[src/hdl/obct_pkg.sv]
// Types, codes and constants of the optimal BST cost table.
`default_nettype none
package obct_pkg;

   localparam int MAX_KEYS_DEF = 16;
   localparam int PROB_W       = 16;
   localparam int COST_W       = 24;
   localparam int ROOT_W       = 5;
   localparam int NKEY_W       = 5;
   localparam int CSR_DATA_W   = 32;
   localparam int CSR_ADDR_W   = 3;
   localparam logic [NKEY_W-1:0] NKEY_RESET = 5'd8;
   localparam logic [CSR_ADDR_W-3:0] CSR_N_KEYS = 1'b0;

   localparam logic [1:0] CMD_LOAD  = 2'd0;
   localparam logic [1:0] CMD_RUN   = 2'd1;
   localparam logic [1:0] CMD_QUERY = 2'd2;

   localparam logic [1:0] ST_ANSWER = 2'd0;
   localparam logic [1:0] ST_DONE   = 2'd1;
   localparam logic [1:0] ST_RANGE  = 2'd2;

   typedef struct packed {
      logic [1:0]        cmd;
      logic [3:0]        key_index;
      logic [PROB_W-1:0] prob;
      logic [4:0]        span_start;
      logic [4:0]        span_end;
   } req_type;

   typedef struct packed {
      logic [1:0]        status;
      logic [COST_W-1:0] best_cost;
      logic [ROOT_W-1:0] best_root;
   } rsp_type;

   typedef enum logic [2:0] {
      OP_NONE     = 3'd0,
      OP_CLEAR    = 3'd1,
      OP_ACCEPT   = 3'd2,
      OP_DIAG     = 3'd3,
      OP_IVL_INIT = 3'd4,
      OP_ISSUE    = 3'd5,
      OP_WRITE    = 3'd6,
      OP_EMIT     = 3'd7
   } op_type;

   typedef struct packed {
      op_type op;
   } ctrl_cmd_type;

   typedef struct packed {
      logic clr_last;
      logic diag_last;
      logic r_last;
      logic hi_last;
      logic d_last;
      logic n_zero;
      logic q_bad;
      logic out_free;
   } dp_stat_type;

endpackage
`default_nettype wire

[src/hdl/obct_ctrl.sv]
// Sequencer for clearing, loads, the table run and queries.
`default_nettype none
module obct_ctrl import obct_pkg::*; (
   input  wire logic         clock,
   input  wire logic         reset,
   input  wire logic         req_valid,
   output logic              req_stall,
   input  wire logic [1:0]   req_cmd,
   input  wire dp_stat_type  stat,
   output ctrl_cmd_type      cmd
);

   typedef enum logic [8:0] {
      S_CLEAR    = 9'b000000001,
      S_IDLE     = 9'b000000010,
      S_DIAG     = 9'b000000100,
      S_IVL_INIT = 9'b000001000,
      S_ISSUE    = 9'b000010000,
      S_DRAIN    = 9'b000100000,
      S_WRITE    = 9'b001000000,
      S_READ     = 9'b010000000,
      S_EMIT     = 9'b100000000
   } state_type;

   state_type state_ff, state_in;

   assign req_stall = (state_ff != S_IDLE);

   always_comb begin
      state_in = state_ff;
      cmd.op   = OP_NONE;
      unique case (state_ff)
         S_CLEAR: begin
            cmd.op = OP_CLEAR;
            if (stat.clr_last) state_in = S_IDLE;
         end
         S_IDLE: begin
            if (req_valid) begin
               cmd.op = OP_ACCEPT;
               case (req_cmd)
                  CMD_RUN:   state_in = S_DIAG;
                  CMD_QUERY: state_in = stat.q_bad ? S_EMIT : S_READ;
                  default:   state_in = S_IDLE;
               endcase
            end
         end
         S_DIAG: begin
            cmd.op = OP_DIAG;
            if (stat.diag_last) state_in = stat.n_zero ? S_READ : S_IVL_INIT;
         end
         S_IVL_INIT: begin
            cmd.op   = OP_IVL_INIT;
            state_in = S_ISSUE;
         end
         S_ISSUE: begin
            cmd.op = OP_ISSUE;
            if (stat.r_last) state_in = S_DRAIN;
         end
         S_DRAIN: begin
            state_in = S_WRITE;
         end
         S_WRITE: begin
            cmd.op   = OP_WRITE;
            state_in = (stat.hi_last && stat.d_last) ? S_READ : S_IVL_INIT;
         end
         S_READ: begin
            state_in = S_EMIT;
         end
         S_EMIT: begin
            if (stat.out_free) begin
               cmd.op   = OP_EMIT;
               state_in = S_IDLE;
            end
         end
         default: state_in = S_CLEAR;
      endcase
   end

   always_ff @(posedge clock) begin
      if (reset) begin
         state_ff <= S_CLEAR;
      end else begin
         state_ff <= state_in;
      end
   end

endmodule
`default_nettype wire

[config.mk]
export PLATFORM = sky130hd
export DESIGN_NAME = obct_ctrl
export DESIGN_NICKNAME = d
export VERILOG_FILES = /design/src/hdl/obct_pkg.sv /design/src/hdl/obct_ctrl.sv
export SDC_FILE = /design/constraint.sdc
export NUM_CORES = 1
export LEC_CHECK = 0
export ABC_CLOCK_PERIOD_IN_PS = 1700
export BUFFER_PORTS_ARGS = -buffer_cell sky130_fd_sc_hd__buf_2
export CAP_MARGIN = 40
export CORE_MARGIN = 5
export CORE_UTILIZATION = 35
export CTS_CLUSTER_DIAMETER = 120
export DETAILED_ROUTE_END_ITERATION = 8
export HOLD_SLACK_MARGIN = 0.05
export SLEW_MARGIN = 25
export SYNTH_ARGS = -nofsm -noshare
export SYNTH_HDL_FRONTEND = slang
export SYNTH_SLANG_ARGS = --single-unit
[constraint.sdc]
create_clock -name clock -period 1.7 [get_ports clock]
set_input_delay 0.34 -clock clock [delete_from_list [all_inputs] [get_ports clock]]
set_output_delay 0.34 -clock clock [all_outputs]
set_load 0.02 [all_outputs]
==> impl_metrics.yaml <==
run_status:
  status: "finished, violations left"
  failed_checks: "setup timing"
clock_tree:
  clockRootBuffer: "clkbuf_4"
  cts_tree: "done"
  numCtsBuffers: 3
  clock_path_buffers: 2
  htreeDepth: 1
  cts.clk_slew.worst_paths_ns: 0.06
  hold_buffers: 0
  clk_latency_ns: 0.26
  cts_sinks: 9
min_path:
  hp-class: "input pin to flop"
  min_path_cells: 2
  min-delay-start: "stat[7]"
global_route:
  busiest_layer: "met2"
  use_met2_pct: 25.0
  grt_pass1_vias: 886
  grtUsageTotal_pct: 15.4
  use_met1_pct: 19.9
  grt_use_met3_pct: 2.04
  grt_overflow: 0
  grt_max_degree: 11
  grt_antenna_before_repair: 0
  grt_pass1_wl_mm: 3.92
drt:
  drc: 0
  first_pass_iters: 4
  post_drt_wl_per_cell_um: 15.6
  avgViaCountPerCell: 5.38
  drtAntennaViolNets: 0
  wirelength_mm: 2.60
  vias: 899
  drt_iter0_drc: 38
sta:
  rsz0062_at_grt: "true"
  skew_ns: 0.00413
  drv_slew: 0
  tightest_slew_ns: 0.350
  setup_tns_ns: -1.83
  finalSetupViolCount: 12
  final.setup.worst_slack_ns: -0.391
  hold_ws_ns: 0.286
  hold_viol_final: 0
  fin_crit_ns: 2.09
  timing.final.crit_share_pct: 123
  relSlewSlack_pct: 76.5
  fmax_mhz: 478
yosys:
  avgSynthCellArea_um2: 8.44
  synth_warnings: 0
  ys_types: 42
  ys_ff_latch: 9
  yosysSeqAreaShare_pct: 23.0
  synthFlopType: "dfxtp_1"
  syn_nets: 108
  syn_inst: 93
  synth_edf_count: 0
  synth.largest_area_cell: "dfxtp_1"
  synth_area_um2: 785
  synthTopCellsByArea: "dfxtp_1, nand4_1, o32a_1, nand3b_1, o2111ai_4"
  async_flop_share_pct: 0
  synth.top_cell.area_share_pct: 23.0
die:
  die_height_um: 57.3
  die-area_um2: 3290
  core_um2: 2170
  rows: 17
  start_util_pct: 36.2
  io_pins: 17
  die_w_um: 57.3
critical_path:
  worstPathMaxFanout: 3
  regToRegStartpoint: "state_ff[6]$_SDFFE_PP0P_"
  r2r_cells: 8
  critPathRequiredTime_ns: 1.36
  crit_path_end_kind: "output pin"
  startpoint: "state_ff[2]$_SDFFE_PP0P_"
  critical_path_arrival_ns: 1.75
  crit_path_start_kind: "flop"
  path_class: "flop to output pin"
job:
  maxCapViolCount: 0
finish:
  fin_util_pct: 57.8
  largest_register: "state_ff"
  fin_nets: 155
  largest_reg_flops: 9
  area_growth_syn_to_layout_pct: 60.0
  reg_top3: "state_ff x9"
  num_antenna_cells: 0
  drive_above_1_share_pct: 58.3
pwr:
  vdd_drop_max_uv: 582
  p_per_area_nw_per_um2: 771
  p_leak_nw: 0.556
place:
  dp_hpwl_mm: 1.89
  gp_congestion: 0.885
  pre_cts_ws_ns: -0.146
  io_buffers: 16
## what timing repair did
| item | CTS | global route |
|---|---|---|
| pin swaps | 3 | 2 |
| endpoints found under the setup margin | 6 | 12 |
| buffers inserted | 5 | 3 |
| resized for setup | 17 | 11 |
## path summary, 6_finish.rpt
kind | endpoint | slack, ns
min | state_ff[0]$_SDFFE_PP1P_ | 0.29
max | cmd[1] | -0.39
max reg2reg | state_ff[1]$_SDFFE_PP0P_ | -0.11
min reg2reg | state_ff[4]$_SDFFE_PP0P_ | 0.68
## cell usage after synthesis (2+ instances only)
master and count:
o32a_1 3, nor2_2 3, a21oi_1 5, nor4_1 2
o21ai_0 3, buf_4 2, nor3b_1 2, nor3_2 2
nand4b_1 2, o21ai_1 2, nand4_1 5, nand3b_1 4
xor2_1 3, or4_4 2, dfxtp_1 9, buf_2 2
nor3_1 5, inv_1 5, nor2_1 5, ha_1 2
nand2_1 4
## per-layer routing
layer	vias to the layer above	wire length, um	part of all wire, %
met5	-	0	0
met4	0	42	1.6
met3	7	115	4.4
met2	32	1330	51
met1	419	1120	43
li1	441	-	-
## cell families after synthesis
group	share of synthesized area, %
adders and majority gates	3.19
and+or+nand+nor	42.1
buffers and inverters	7.97
AOI/OAI and AO/OA	19.3
xor gates and xnor gates	4.47
DFF	23.0
## cells in the final DEF, fill, tap and decap left out, drive strengths merged, types with 2 or more instances in the layout
cell / count
nor3b: 2
inv: 6
clkbuf: 4
o32a: 3
a21oi: 5
or4: 3
nand2: 5
nor4: 4
nand4: 6
nand4b: 2
o2111ai: 2
nor2: 8
and2b: 2
nor3: 7
xor2: 3
buf: 48
ha: 2
nand3b: 4
o21ai: 5
dfxtp: 9
## cell type report
cell class                 instances  area, um2
timing repair buffer              48        364
inverter                           6       22.5
tap                               28       35.0
sequential                         9        183
clock buffer                       4       26.3
multi-input combinational         72        624
fill                             199        915
## worst max-delay path, cell delays in order (launching register included)
cell      delay [ns]
dfxtp_2         0.34
or4_4           0.54
nor3_2          0.12
nand4_1         0.12
and2_4          0.16
nand3b_1        0.09
buf_6           0.12
## per-stage QoR
stage	power, mW	std cells	instance area, um2
final	0.967	167	1250
after global routing	1.02	167	1250
after CTS	0.917	164	1180
after detailed placement	0.689	155	1050
after global placement	0.685	155	1050
after floorplan	0.532	93	797
## power breakdown
group,switching [mW],internal [mW]
clock network,0.0780,0.0907
registers,0.0168,0.228
logic,0.282,0.272
Power figures use the tool's default switching activity.
